File: config.mk
export PLATFORM = sky130hd
export DESIGN_NAME = mtfo_cell
export DESIGN_NICKNAME = d
export VERILOG_FILES = /design/src/rtl/mtfo_pkg.sv /design/src/rtl/mtfo_cell.sv
export SDC_FILE = /design/constraint.sdc
export NUM_CORES = 1
export LEC_CHECK = 0
export BUFFER_PORTS_ARGS = -buffer_cell sky130_fd_sc_hd__buf_2
export CORE_UTILIZATION = 30
export CTS_CLUSTER_DIAMETER = 60
export DETAILED_ROUTE_END_ITERATION = 7
export HOLD_SLACK_MARGIN = 0.02
export PLACE_DENSITY_LB_ADDON = 0.3
export REMOVE_ABC_BUFFERS = 1
export SETUP_SLACK_MARGIN = 0.1
export SLEW_MARGIN = 0
export SYNTH_ARGS = -nofsm -noshare
export SYNTH_HDL_FRONTEND = slang
export SYNTH_SLANG_ARGS = --single-unit
File: constraint.sdc
create_clock -name clk -period 7.5 [get_ports clk]
set_clock_uncertainty 0.15 [all_clocks]
set_input_delay 0.75 -clock clk [delete_from_list [all_inputs] [get_ports clk]]
set_output_delay 0.75 -clock clk [all_outputs]
set_load 0.01 [all_outputs]
File: src/rtl/mtfo_pkg.sv
// shared constants, types and the twist-and-temper function for the seed-to-outputs block
package mtfo_pkg;

  localparam int unsigned LAST_INDEX = 398;
  localparam int unsigned FAR_INDEX  = 397;

  localparam logic [31:0] INIT_MULT  = 32'd1812433253;
  localparam logic [31:0] UPPER_MASK = 32'h8000_0000;
  localparam logic [31:0] LOWER_MASK = 32'h7fff_ffff;
  localparam logic [31:0] TWIST_XOR  = 32'h9908_b0df;
  localparam logic [31:0] TEMPER_B   = 32'h9d2c_5680;
  localparam logic [31:0] TEMPER_C   = 32'hefc6_0000;

  // values that ride along the chain next to the running element
  typedef struct packed {
    logic        e0_msb;
    logic [31:0] e1;
    logic [30:0] e2_low;
    logic [31:0] first;
  } side_t;

  // twist of one element followed by the standard tempering
  function automatic logic [31:0] twist_temper(input logic a_msb, input logic [30:0] b_low,
                                               input logic [31:0] c);
    logic [31:0] y;
    logic [31:0] v;
    y = ({a_msb, 31'd0} & UPPER_MASK) | ({1'b0, b_low} & LOWER_MASK);
    v = c ^ (y >> 1) ^ (y[0] ? TWIST_XOR : 32'd0);
    v = v ^ (v >> 11);
    v = v ^ ((v << 7) & TEMPER_B);
    v = v ^ ((v << 15) & TEMPER_C);
    v = v ^ (v >> 18);
    return v;
  endfunction

endpackage

File: src/rtl/mtfo_cell.sv
// one step of the initialization recurrence, registered, with side data passed along
module mtfo_cell import mtfo_pkg::*; #(
  parameter int unsigned IDX = 1
) (
  input  logic        clk,
  input  logic        rst_n,
  input  logic        adv,
  input  logic        valid_in,
  input  logic [31:0] cur_in,
  input  side_t       side_in,
  output logic        valid_out,
  output logic [31:0] cur_out,
  output side_t       side_out
);

  logic        valid_r;
  logic [31:0] cur_r;
  logic [31:0] cur_nxt;
  side_t       side_r;
  logic [31:0] mixed;

  assign mixed   = cur_in ^ (cur_in >> 30);
  // product kept to 32 bits, the recurrence is mod 2^32
  assign cur_nxt = mixed * INIT_MULT + 32'(IDX);

  always_ff @(posedge clk) begin
    if (!rst_n) begin
      valid_r <= 1'b0;
    end else if (adv) begin
      valid_r <= valid_in;
    end
  end

  always_ff @(posedge clk) begin
    if (adv) begin
      cur_r  <= cur_nxt;
      side_r <= side_in;
    end
  end

  assign valid_out = valid_r;
  assign cur_out   = cur_r;
  assign side_out  = side_r;

endmodule

* Word level (Yosys, flattened, before mapping)
Cells that the tools add are included. Widths: inputs -> output; s select.
Word-level totals: register bits after elaboration 129, latch bits 0, bits in writable memories 0, bits in read-only memories 0, input port bits 132, output and inout port bits 129, word-level logic and storage cells 9, memories kept 0
Cells by class: add/subtract/negate cells 1, $mul 1, div/mod/pow operators 0, order comparisons 0, eq/ne operators 0, shift operators 0, multiplexer cells 0, bitwise logic cells 1, reduce and logical (&&, ||, !) cells 0
Operators with widths (number):
- $add 32x1->32 const B | 1
- $mul 32x31->32 const B | 1
- $xor 32x2->32 | 1

* Logic depth before layout (Yosys ltp)
Gate-level depths: netlist (run 1).
word-level depth 3, mapped depth 24, gate-level depth less buffers 24

* Least setup slack after synthesis (run 1)
Ideal clock, no wire load.
path type in2reg, start point in cur_in[31], end point reg cur_r[28], in the netlist cur_out[28] (data pin), setup time 0.260 ns, data arrival time 6.557 ns, data required time 7.090 ns, setup slack 0.533 ns, stages on the path 24, path buffers 0, cells stage by stage xor2_1 xnor2_1 ha_1 or2_2 ha_1 inv_1 fa_1 inv_1 ha_1 fa_1 fa_1 fa_1 inv_1 fa_1 inv_1 ha_1 a21o_1 a21o_2 and2_1 a31o_2 o311ai_0 nand2b_1 a21oi_1 xnor2_1
On the way: longest elaborated chain between the ends 3
RTL lines:
- start, declared | RTL line mtfo_cell.sv:9 | input logic [31:0] cur_in,
- $xor 32x2->32 | RTL line mtfo_cell.sv:22 | assign mixed = cur_in ^ (cur_in >> 30);
- $mul 32x31->32 | RTL line mtfo_cell.sv:24 | assign cur_nxt = mixed * INIT_MULT + 32'(IDX);
- $add 32x1->32 | RTL line mtfo_cell.sv:24
- via cur_nxt[28] | RTL line mtfo_cell.sv:18 | logic [31:0] cur_nxt;
- end signal, assigned | RTL line mtfo_cell.sv:36 | cur_r <= cur_nxt;
- end, declared | RTL line mtfo_cell.sv:17 | logic [31:0] cur_r;
The timed path passes the listed nets, and every way through them passes these cells. A chain may end at the register's enable or synchronous reset.

* Worst setup path after layout (run 1)
Same ends and word-level chain as after synthesis.

==> results of run 1 <==
-- worst paths after layout --
path / from / endpoint / slack (ns) / depth (start not counted)
setup / recovery: cur_in[31] / cur_out[28] / 0.70 / 25
hold / removal: side_in[84] / side_out[84] / 0.34 / 1
setup reg to reg: valid_out / valid_out / 6.76 / 2
hold reg to reg: valid_out / valid_out / 0.38 / 2
-- per-stage QoR --
step | area (sq um) | cells | utilization | setup WS [ns] | hold WS, ns
2_1_floorplan | 11500 | 882 | - | 0.5325 | 0.3883
3_3_place_gp | 13550 | 1666 | 0.3588 | 0.2697 | 0.3523
3_5_place_dp | 13550 | 1666 | 0.3588 | 0.2245 | 0.3641
4_1_cts | 14130 | 1698 | 0.3744 | 0.7041 | 0.2966
5_1_grt | 14130 | 1698 | 0.3744 | 0.3584 | 0.3027
6_report | 14130 | 1698 | 0.3744 | 0.7045 | 0.3414
-- worst max-delay path: stages --
cell and delay, ns:
sky130_fd_sc_hd__buf_2 0.11, sky130_fd_sc_hd__xor2_1 0.28, sky130_fd_sc_hd__xnor2_1 0.15, sky130_fd_sc_hd__ha_1 0.19, sky130_fd_sc_hd__or2_2 0.29, sky130_fd_sc_hd__ha_1 0.28
sky130_fd_sc_hd__inv_1 0.05, sky130_fd_sc_hd__fa_1 0.49, sky130_fd_sc_hd__inv_1 0.06, sky130_fd_sc_hd__ha_1 0.19, sky130_fd_sc_hd__fa_1 0.46, sky130_fd_sc_hd__fa_1 0.45
sky130_fd_sc_hd__fa_1 0.51, sky130_fd_sc_hd__inv_1 0.05, sky130_fd_sc_hd__fa_1 0.47, sky130_fd_sc_hd__inv_1 0.04, sky130_fd_sc_hd__ha_1 0.32, sky130_fd_sc_hd__a21o_1 0.17
sky130_fd_sc_hd__a21o_2 0.23, sky130_fd_sc_hd__and2_1 0.16, sky130_fd_sc_hd__a31o_2 0.23, sky130_fd_sc_hd__o311ai_0 0.53, sky130_fd_sc_hd__nand2b_1 0.10, sky130_fd_sc_hd__a21oi_1 0.18
sky130_fd_sc_hd__xnor2_1 0.07
-- logic make-up (layout without fill, tap and decap cells) --
kind of cell	Yosys count	in the layout	synth area share
mux	1	1	0.0008696
fa+ha+maj	357	357	0.4833
flops	129	129	0.3357
xor+xnor	57	57	0.04337
compound gates	66	66	0.04196
simple gates	49	49	0.02152
buf+inv	224	528	0.07337
-- cell type report --
type,instances,area (sq um),share of cell area
Multi-Input combinational cell,530,6803,0.4813
Tap cell,511,639.4,0.04523
Sequential cell,129,3864,0.2733
Clock buffer,17,425.4,0.03010
Inverter,223,837.1,0.05922
Timing Repair Buffer,273,1405,0.09941
Clock inverter,15,161.4,0.01142
-- layer usage --
layer	part of all wire	routed length [um]
met5	0.00044	12
met4	0.013	357
met3	0.061	1667
met2	0.49	13310
met1	0.44	12050
-- state kept, by name, summed over array words and instances (netlist names) --
register   cells
side_out      96
valid_out      1
cur_out       32
-- cells in the final DEF (no fill, tap or decap), types with 13 or more instances in the layout --
| cell | count |
|---|---|
| sky130_fd_sc_hd__edfxtp_1 | 128 |
| sky130_fd_sc_hd__a21oi_1 | 22 |
| sky130_fd_sc_hd__inv_1 | 223 |
| sky130_fd_sc_hd__buf_4 | 13 |
| sky130_fd_sc_hd__ha_1 | 211 |
| sky130_fd_sc_hd__fa_1 | 146 |
| sky130_fd_sc_hd__nor2_1 | 14 |
| sky130_fd_sc_hd__buf_2 | 259 |
| sky130_fd_sc_hd__clkbuf_16 | 17 |
| sky130_fd_sc_hd__xnor2_1 | 45 |
==> report_table.html, run 1 <==
<table>
<tr><th>Metric</th><th>Value</th></tr>
<tr><th colspan="2">Finish</th></tr>
<tr><td>Area added between synthesis and finish</td><td>22.79%</td></tr>
<tr><td>Fillers</td><td>3695</td></tr>
<tr><td>Layout cells sized above 1</td><td>0.2671</td></tr>
<tr><td>Net count of the finished layout</td><td>roughly 1700</td></tr>
<tr><td>Antenna diode count</td><td>0</td></tr>
<tr><th colspan="2">STA</th></tr>
<tr><td>Worst relative slew slack</td><td>0.4166</td></tr>
<tr><td>Transition time of the tightest slew-check pin</td><td>0.8750 ns</td></tr>
<tr><td>Final worst path period share</td><td>0.9061</td></tr>
<tr><td>Post-route minimum period</td><td>6.795 ns</td></tr>
<tr><td>Maximum clock frequency</td><td>around 150 MHz</td></tr>
<tr><td>Final hold violation count</td><td>0</td></tr>
<tr><td>Final total negative setup slack</td><td>0 ns</td></tr>
<tr><td>Slew Limit Fails</td><td>0</td></tr>
<tr><td>Final setup fails</td><td>0</td></tr>
<tr><td>RSZ-0062 raised after global routing</td><td>no</td></tr>
<tr><th colspan="2">Synth</th></tr>
<tr><td>Share of the synthesized area in the top cell type</td><td>0.3339</td></tr>
<tr><td>Top-count cell post-synth</td><td>sky130_fd_sc_hd__inv_1</td></tr>
<tr><td>Sequential area share after synthesis</td><td>0.3357</td></tr>
<tr><td>Post-synth ARST share</td><td>0</td></tr>
<tr><td>Largest cells by area after synthesis</td><td>sky130_fd_sc_hd__edfxtp_1, sky130_fd_sc_hd__fa_1, sky130_fd_sc_hd__ha_1</td></tr>
<tr><td>Flop and latch count out of synthesis</td><td>129</td></tr>
<tr><td>Main synth FF type</td><td>sky130_fd_sc_hd__edfxtp_1</td></tr>
<tr><td>Synthesized area per cell</td><td>13.04 sq um</td></tr>
<tr><td>Synth warnings</td><td>0</td></tr>
<tr><td>Most instantiated cells after synthesis</td><td>sky130_fd_sc_hd__inv_1, sky130_fd_sc_hd__ha_1, sky130_fd_sc_hd__fa_1</td></tr>
<tr><td>Cell type with the highest aggregate area in the netlist</td><td>sky130_fd_sc_hd__edfxtp_1</td></tr>
<tr><td>Post-synth EDFFs</td><td>128</td></tr>
<tr><td>Mapped Cells</td><td>roughly 900</td></tr>
<tr><td>Post-synth design cell area</td><td>11510 sq um</td></tr>
<tr><td>Number of distinct library cell variants in the gate-level netlist after synthesis</td><td>43</td></tr>
<tr><th colspan="2">Clocking</th></tr>
<tr><td>Clock-pin slew of the registers on the worst-case setup and hold paths</td><td>approximately 0.060 ns</td></tr>
<tr><td>Number of CTS-inserted buffers</td><td>17</td></tr>
<tr><td>Library cell used as clock root buffer</td><td>sky130_fd_sc_hd__clkbuf_16</td></tr>
<tr><td>Clock insertion delay at the later pin of the skew report</td><td>between 0.4 and 0.5 ns</td></tr>
<tr><td>Hold-fix buffers, CTS</td><td>0</td></tr>
<tr><td>CTS tree</td><td>yes</td></tr>
<tr><td>H-Tree Level Count</td><td>4</td></tr>
<tr><td>Cells resized by post-CTS repair</td><td>0</td></tr>
<tr><td>Number of buffers on the longest clock path</td><td>2</td></tr>
<tr><td>Number of sinks on the clock net</td><td>129</td></tr>
<tr><td>Count of buffers added by post-CTS timing repair for setup</td><td>0</td></tr>
<tr><th colspan="2">Routing</th></tr>
<tr><td>Drc violations</td><td>0</td></tr>
<tr><td>Number of DRC markers in iteration 0</td><td>168</td></tr>
<tr><td>Count of vias placed by the detailed router</td><td>7259</td></tr>
<tr><td>First-pass iteration count of the detailed router</td><td>4</td></tr>
<tr><td>Vias per cell</td><td>4.275</td></tr>
<tr><td>Total Wirelength</td><td>27400 um</td></tr>
<tr><td>WL/cell</td><td>16.13 um</td></tr>
<tr><td>Remaining number of nets flagged by the antenna check after routing</td><td>0</td></tr>
<tr><th colspan="2">Worst setup path</th></tr>
<tr><td>Worst path required time</td><td>between 7 and 8 ns</td></tr>
<tr><td>CP max FO</td><td>4</td></tr>
<tr><td>Arrival time at the worst endpoint</td><td>about 6.8 ns</td></tr>
<tr><td>Type of destination of the critical path</td><td>register</td></tr>
<tr><td>Path type of the worst setup path</td><td>input pin to register</td></tr>
<tr><td>CP startpoint kind</td><td>input pin</td></tr>
<tr><th colspan="2">Floorplan</th></tr>
<tr><td>Total Die Area</td><td>39160 sq um</td></tr>
<tr><td>Die height</td><td>between 150 and 200 um</td></tr>
<tr><td>Die Width</td><td>197.9 um</td></tr>
<tr><td>Core region area</td><td>37760 sq um</td></tr>
<tr><td>Effective utilization at floorplan</td><td>0.3049</td></tr>
<tr><td>Row count</td><td>71</td></tr>
<tr><td>Number of I/O pins</td><td>261</td></tr>
<tr><th colspan="2">Global routing</th></tr>
<tr><td>Maximum number of pins on one net before global-route repair</td><td>68</td></tr>
<tr><td>Met3 Resource Use GR</td><td>0.03815</td></tr>
<tr><td>Number of antenna violations at the first check in global routing</td><td>1</td></tr>
<tr><td>First-pass GRT wire length</td><td>42140 um</td></tr>
<tr><td>Global-route congestion overflow total</td><td>0</td></tr>
<tr><td>All-Layer GR Usage</td><td>0.1452</td></tr>
<tr><td>Met1 global-route usage</td><td>0.1751</td></tr>
<tr><td>Most crowded layer after global routing</td><td>met2</td></tr>
<tr><td>Met2 Track Usage GR</td><td>0.2539</td></tr>
<tr><td>Number of global-route vias before repair</td><td>7747</td></tr>
<tr><th colspan="2">Worst hold path</th></tr>
<tr><td>Worst min-delay path class</td><td>input pin to register</td></tr>
<tr><th colspan="2">Flow run</th></tr>
<tr><td>Max-cap check violation count</td><td>0</td></tr>
<tr><th colspan="2">Placed design</th></tr>
<tr><td>Count of buffers from port buffering</td><td>260</td></tr>
<tr><td>Final weighted congestion in routability-driven placement</td><td>0.8109</td></tr>
<tr><td>DP Wirelength</td><td>23160 um</td></tr>
<tr><th colspan="2">Status</th></tr>
<tr><td>Run status</td><td>finished clean</td></tr>
</table>
Power of run 1 is not shown: default switching activity piles up to over one toggle a cycle in this logic, so the estimate is an artifact.
==> run 2: changes to the inputs <==
--- a/config.mk
+++ b/config.mk
@@ -6,7 +6,7 @@
 export NUM_CORES = 1
 export LEC_CHECK = 0
 export BUFFER_PORTS_ARGS = -buffer_cell sky130_fd_sc_hd__buf_2
-export CORE_UTILIZATION = 30
+export CORE_UTILIZATION = 50
 export CTS_CLUSTER_DIAMETER = 60
 export DETAILED_ROUTE_END_ITERATION = 7
 export HOLD_SLACK_MARGIN = 0.02
==> report_table.html, run 2 (synthesized netlist as in run 1, its figures left out) <==
<table>
<tr><th>Metric</th><th>Value</th></tr>
<tr><th colspan="2">Finish</th></tr>
<tr><td>Most common library cell in the layout ignoring fill and taps</td><td>sky130_fd_sc_hd__buf_2</td></tr>
<tr><td>Flip-flop count of the largest register, all copies and words added</td><td>96 (unchanged)</td></tr>
<tr><td>Most used cells in the layout excluding fill and tap cells</td><td>sky130_fd_sc_hd__buf_2, sky130_fd_sc_hd__inv_1, sky130_fd_sc_hd__ha_1</td></tr>
<tr><td>Non-filler instance count after layout</td><td>1473 (-13%)</td></tr>
<tr><td>Post-route cell area</td><td>13830 sq um (-2.1%)</td></tr>
<tr><td>Net count of the finished layout</td><td>1664 (+0.060%)</td></tr>
<tr><td>Share of the core filled with cells in the final layout</td><td>0.6110 (+0.2366)</td></tr>
<tr><td>Layout cells sized above 1</td><td>0.2677 (+0.0006170)</td></tr>
<tr><td>Area added between synthesis and finish</td><td>20.17%</td></tr>
<tr><td>Antenna diode count</td><td>0 (unchanged)</td></tr>
<tr><td>Fillers</td><td>1851 (-50%)</td></tr>
<tr><th colspan="2">Clocking</th></tr>
<tr><td>Clock-pin slew of the registers on the worst-case setup and hold paths</td><td>0.06 ns (about the same)</td></tr>
<tr><td>Number of sinks on the clock net</td><td>129 (unchanged)</td></tr>
<tr><td>Hold-fix buffers, CTS</td><td>0 (unchanged)</td></tr>
<tr><td>CTS tree</td><td>yes</td></tr>
<tr><td>Number of CTS-inserted buffers</td><td>17 (unchanged)</td></tr>
<tr><td>Number of buffers on the longest clock path</td><td>2 (unchanged)</td></tr>
<tr><td>Library cell used as clock root buffer</td><td>sky130_fd_sc_hd__clkbuf_16</td></tr>
<tr><td>H-Tree Level Count</td><td>4 (unchanged)</td></tr>
<tr><td>Clock insertion delay at the later pin of the skew report</td><td>0.41 ns (about the same)</td></tr>
<tr><td>Cells resized by post-CTS repair</td><td>0 (unchanged)</td></tr>
<tr><td>Count of buffers added by post-CTS timing repair for setup</td><td>0 (unchanged)</td></tr>
<tr><th colspan="2">Routing</th></tr>
<tr><td>Remaining number of nets flagged by the antenna check after routing</td><td>0 (unchanged)</td></tr>
<tr><td>WL/cell</td><td>17.34 um (+7.5%)</td></tr>
<tr><td>Drc violations</td><td>2 (+2)</td></tr>
<tr><td>Number of DRC markers in iteration 0</td><td>319 (+90%)</td></tr>
<tr><td>Total Wirelength</td><td>25550 um (-6.7%)</td></tr>
<tr><td>Count of vias placed by the detailed router</td><td>7315 (+0.77%)</td></tr>
<tr><td>Vias per cell</td><td>4.966 (+16%)</td></tr>
<tr><td>First-pass iteration count of the detailed router</td><td>8 (+4)</td></tr>
<tr><th colspan="2">Worst setup path</th></tr>
<tr><td>Stage delay of the slowest cell on the critical path</td><td>0.52 ns (about the same)</td></tr>
<tr><td>R2r startpoint</td><td>valid_out</td></tr>
<tr><td>Arrival time at the worst endpoint</td><td>6.89 ns (+0.07 ns)</td></tr>
<tr><td>Worst Reg-to-Reg Cells</td><td>2 (unchanged)</td></tr>
<tr><td>Register-to-Register Setup Slack</td><td>6.76 ns (about the same)</td></tr>
<tr><td>Top cell by count, worst path</td><td>sky130_fd_sc_hd__fa_1</td></tr>
<tr><td>Endpoint of the worst register-to-register path</td><td>valid_out</td></tr>
<tr><td>Path type of the worst setup path</td><td>input pin to register</td></tr>
<tr><td>Type of destination of the critical path</td><td>register</td></tr>
<tr><td>CP startpoint kind</td><td>input pin</td></tr>
<tr><td>Master of the slowest instance on the critical path</td><td>sky130_fd_sc_hd__o311ai_0</td></tr>
<tr><td>Worst path required time</td><td>7.51 ns (about the same)</td></tr>
<tr><td>CP max FO</td><td>4 (unchanged)</td></tr>
<tr><th colspan="2">STA</th></tr>
<tr><td>Worst relative slew slack</td><td>0.3682 (-0.04839)</td></tr>
<tr><td>Maximum clock frequency</td><td>145.4 MHz (-1.2%)</td></tr>
<tr><td>Slew Limit Fails</td><td>0 (unchanged)</td></tr>
<tr><td>Final total negative setup slack</td><td>0 ns (unchanged)</td></tr>
<tr><td>Post-route minimum period</td><td>6.879 ns (+0.08366 ns)</td></tr>
<tr><td>Final hold violation count</td><td>0 (unchanged)</td></tr>
<tr><td>Final setup fails</td><td>0 (unchanged)</td></tr>
<tr><td>RSZ-0062 raised after global routing</td><td>no</td></tr>
<tr><td>Transition time of the tightest slew-check pin</td><td>0.9476 ns (+0.07258 ns)</td></tr>
<tr><td>Final worst path period share</td><td>0.9172 (+0.01115)</td></tr>
<tr><th colspan="2">Flow run</th></tr>
<tr><td>Max-cap check violation count</td><td>0 (unchanged)</td></tr>
<tr><th colspan="2">Worst hold path</th></tr>
<tr><td>Cells on Worst Hold Path</td><td>1 (unchanged)</td></tr>
<tr><td>Hold Path End</td><td>side_out[46]</td></tr>
<tr><td>Start point of the worst hold path</td><td>side_in[46]</td></tr>
<tr><td>Worst min-delay path class</td><td>input pin to register</td></tr>
<tr><th colspan="2">Global routing</th></tr>
<tr><td>Number of antenna violations at the first check in global routing</td><td>0 (-1)</td></tr>
<tr><td>Number of global-route vias before repair</td><td>7897 (+1.9%)</td></tr>
<tr><td>First-pass GRT wire length</td><td>40370 um (-4.2%)</td></tr>
<tr><td>Maximum number of pins on one net before global-route repair</td><td>77 (+13%)</td></tr>
<tr><td>All-Layer GR Usage</td><td>0.2260 (+0.08076)</td></tr>
<tr><td>Global-route congestion overflow total</td><td>0 (unchanged)</td></tr>
<tr><th colspan="2">Status</th></tr>
<tr><td>Run status</td><td>finished, violations left</td></tr>
<tr><td>Violated checks</td><td>design-rule violations</td></tr>
<tr><th colspan="2">Floorplan</th></tr>
<tr><td>Die height</td><td>153.7 um (-22%)</td></tr>
<tr><td>Effective utilization at floorplan</td><td>0.5084 (+0.2035)</td></tr>
<tr><td>Number of I/O pins</td><td>261 (unchanged)</td></tr>
<tr><td>Total Die Area</td><td>23630 sq um (-40%)</td></tr>
<tr><td>Die Width</td><td>153.7 um (-22%)</td></tr>
<tr><td>Core region area</td><td>22640 sq um (-40%)</td></tr>
<tr><td>Row count</td><td>55 (-23%)</td></tr>
<tr><th colspan="2">Placed design</th></tr>
<tr><td>Placed Instance Area</td><td>13270 sq um (-2.1%)</td></tr>
<tr><td>Placed cell count</td><td>1441 (-14%)</td></tr>
<tr><td>Count of buffers from port buffering</td><td>260 (unchanged)</td></tr>
<tr><td>Final weighted congestion in routability-driven placement</td><td>0.8488 (+4.7%)</td></tr>
<tr><td>DP Wirelength</td><td>21310 um (-8.0%)</td></tr>
</table>
-- run 2: cell types whose count changed in the layout (fill, tap and decap cells not counted) --
cell / change
sky130_fd_sc_hd__buf_4: +2
sky130_fd_sc_hd__clkinv_2: +1
sky130_fd_sc_hd__bufinv_16: -1
sky130_fd_sc_hd__clkinv_4: +3
sky130_fd_sc_hd__inv_6: -1
sky130_fd_sc_hd__buf_6: -1
sky130_fd_sc_hd__clkinvlp_4: -2
-- run 2: worst max path at each step --
stage	startpoint	end	slack, ns	depth (start not counted)
CTS	cur_in[31]	cur_out[28]	0.61	25
global placement	cur_in[31]	cur_out[28]	0.35	25
global route	cur_in[31]	cur_out[28]	0.38	25
detailed placement	cur_in[31]	cur_out[28]	0.18	25
finish	cur_in[31]	cur_out[28]	0.62	25
floorplan	cur_in[31]	cur_out[28]	0.53	24
-- run 2: metrics by stage --
stage | hold slack, ns | worst slack, ns
finish | 0.3563 | 0.6209
global route | 0.3403 | 0.3835
CTS | 0.3427 | 0.6136
detailed placement | 0.3564 | 0.1836
global placement | 0.3425 | 0.3460
floorplan | 0.3883 | 0.5325
-- run 2: area by class of cell --
cell class	count	area [sq um]	share of cell area
Clock inverter	15	138.9	0.01004
Sequential cell	129	3864	0.2793
Tap cell	285	356.6	0.02578
Clock buffer	17	425.4	0.03075
Multi-Input combinational cell	530	6803	0.4918
Timing Repair Buffer	274	1409	0.1018
Inverter	223	837.1	0.06051
-- run 2: worst max-delay path, delay by kind of cell --
family | cells | cell delay, ns
xor gates and xnor gates | 3 | 0.51
adders and majority gates | 9 | 3.36
and+or+nand+nor | 3 | 0.58
AOI/OAI and AO/OA | 5 | 1.37
buffers and inverters | 5 | 0.31
-- run 2: routing by layer --
metal / routed length (um) / track usage / vias up
met5: 0 / 0 / -
met4: 335 / 0.06476 / 0
met3: 1070 / 0.03157 / 24
met2: 13130 / 0.4119 / 204
met1: 11020 / 0.2784 / 3596
li1: - / - / 3491
Power of run 2 is left out for the same reason.
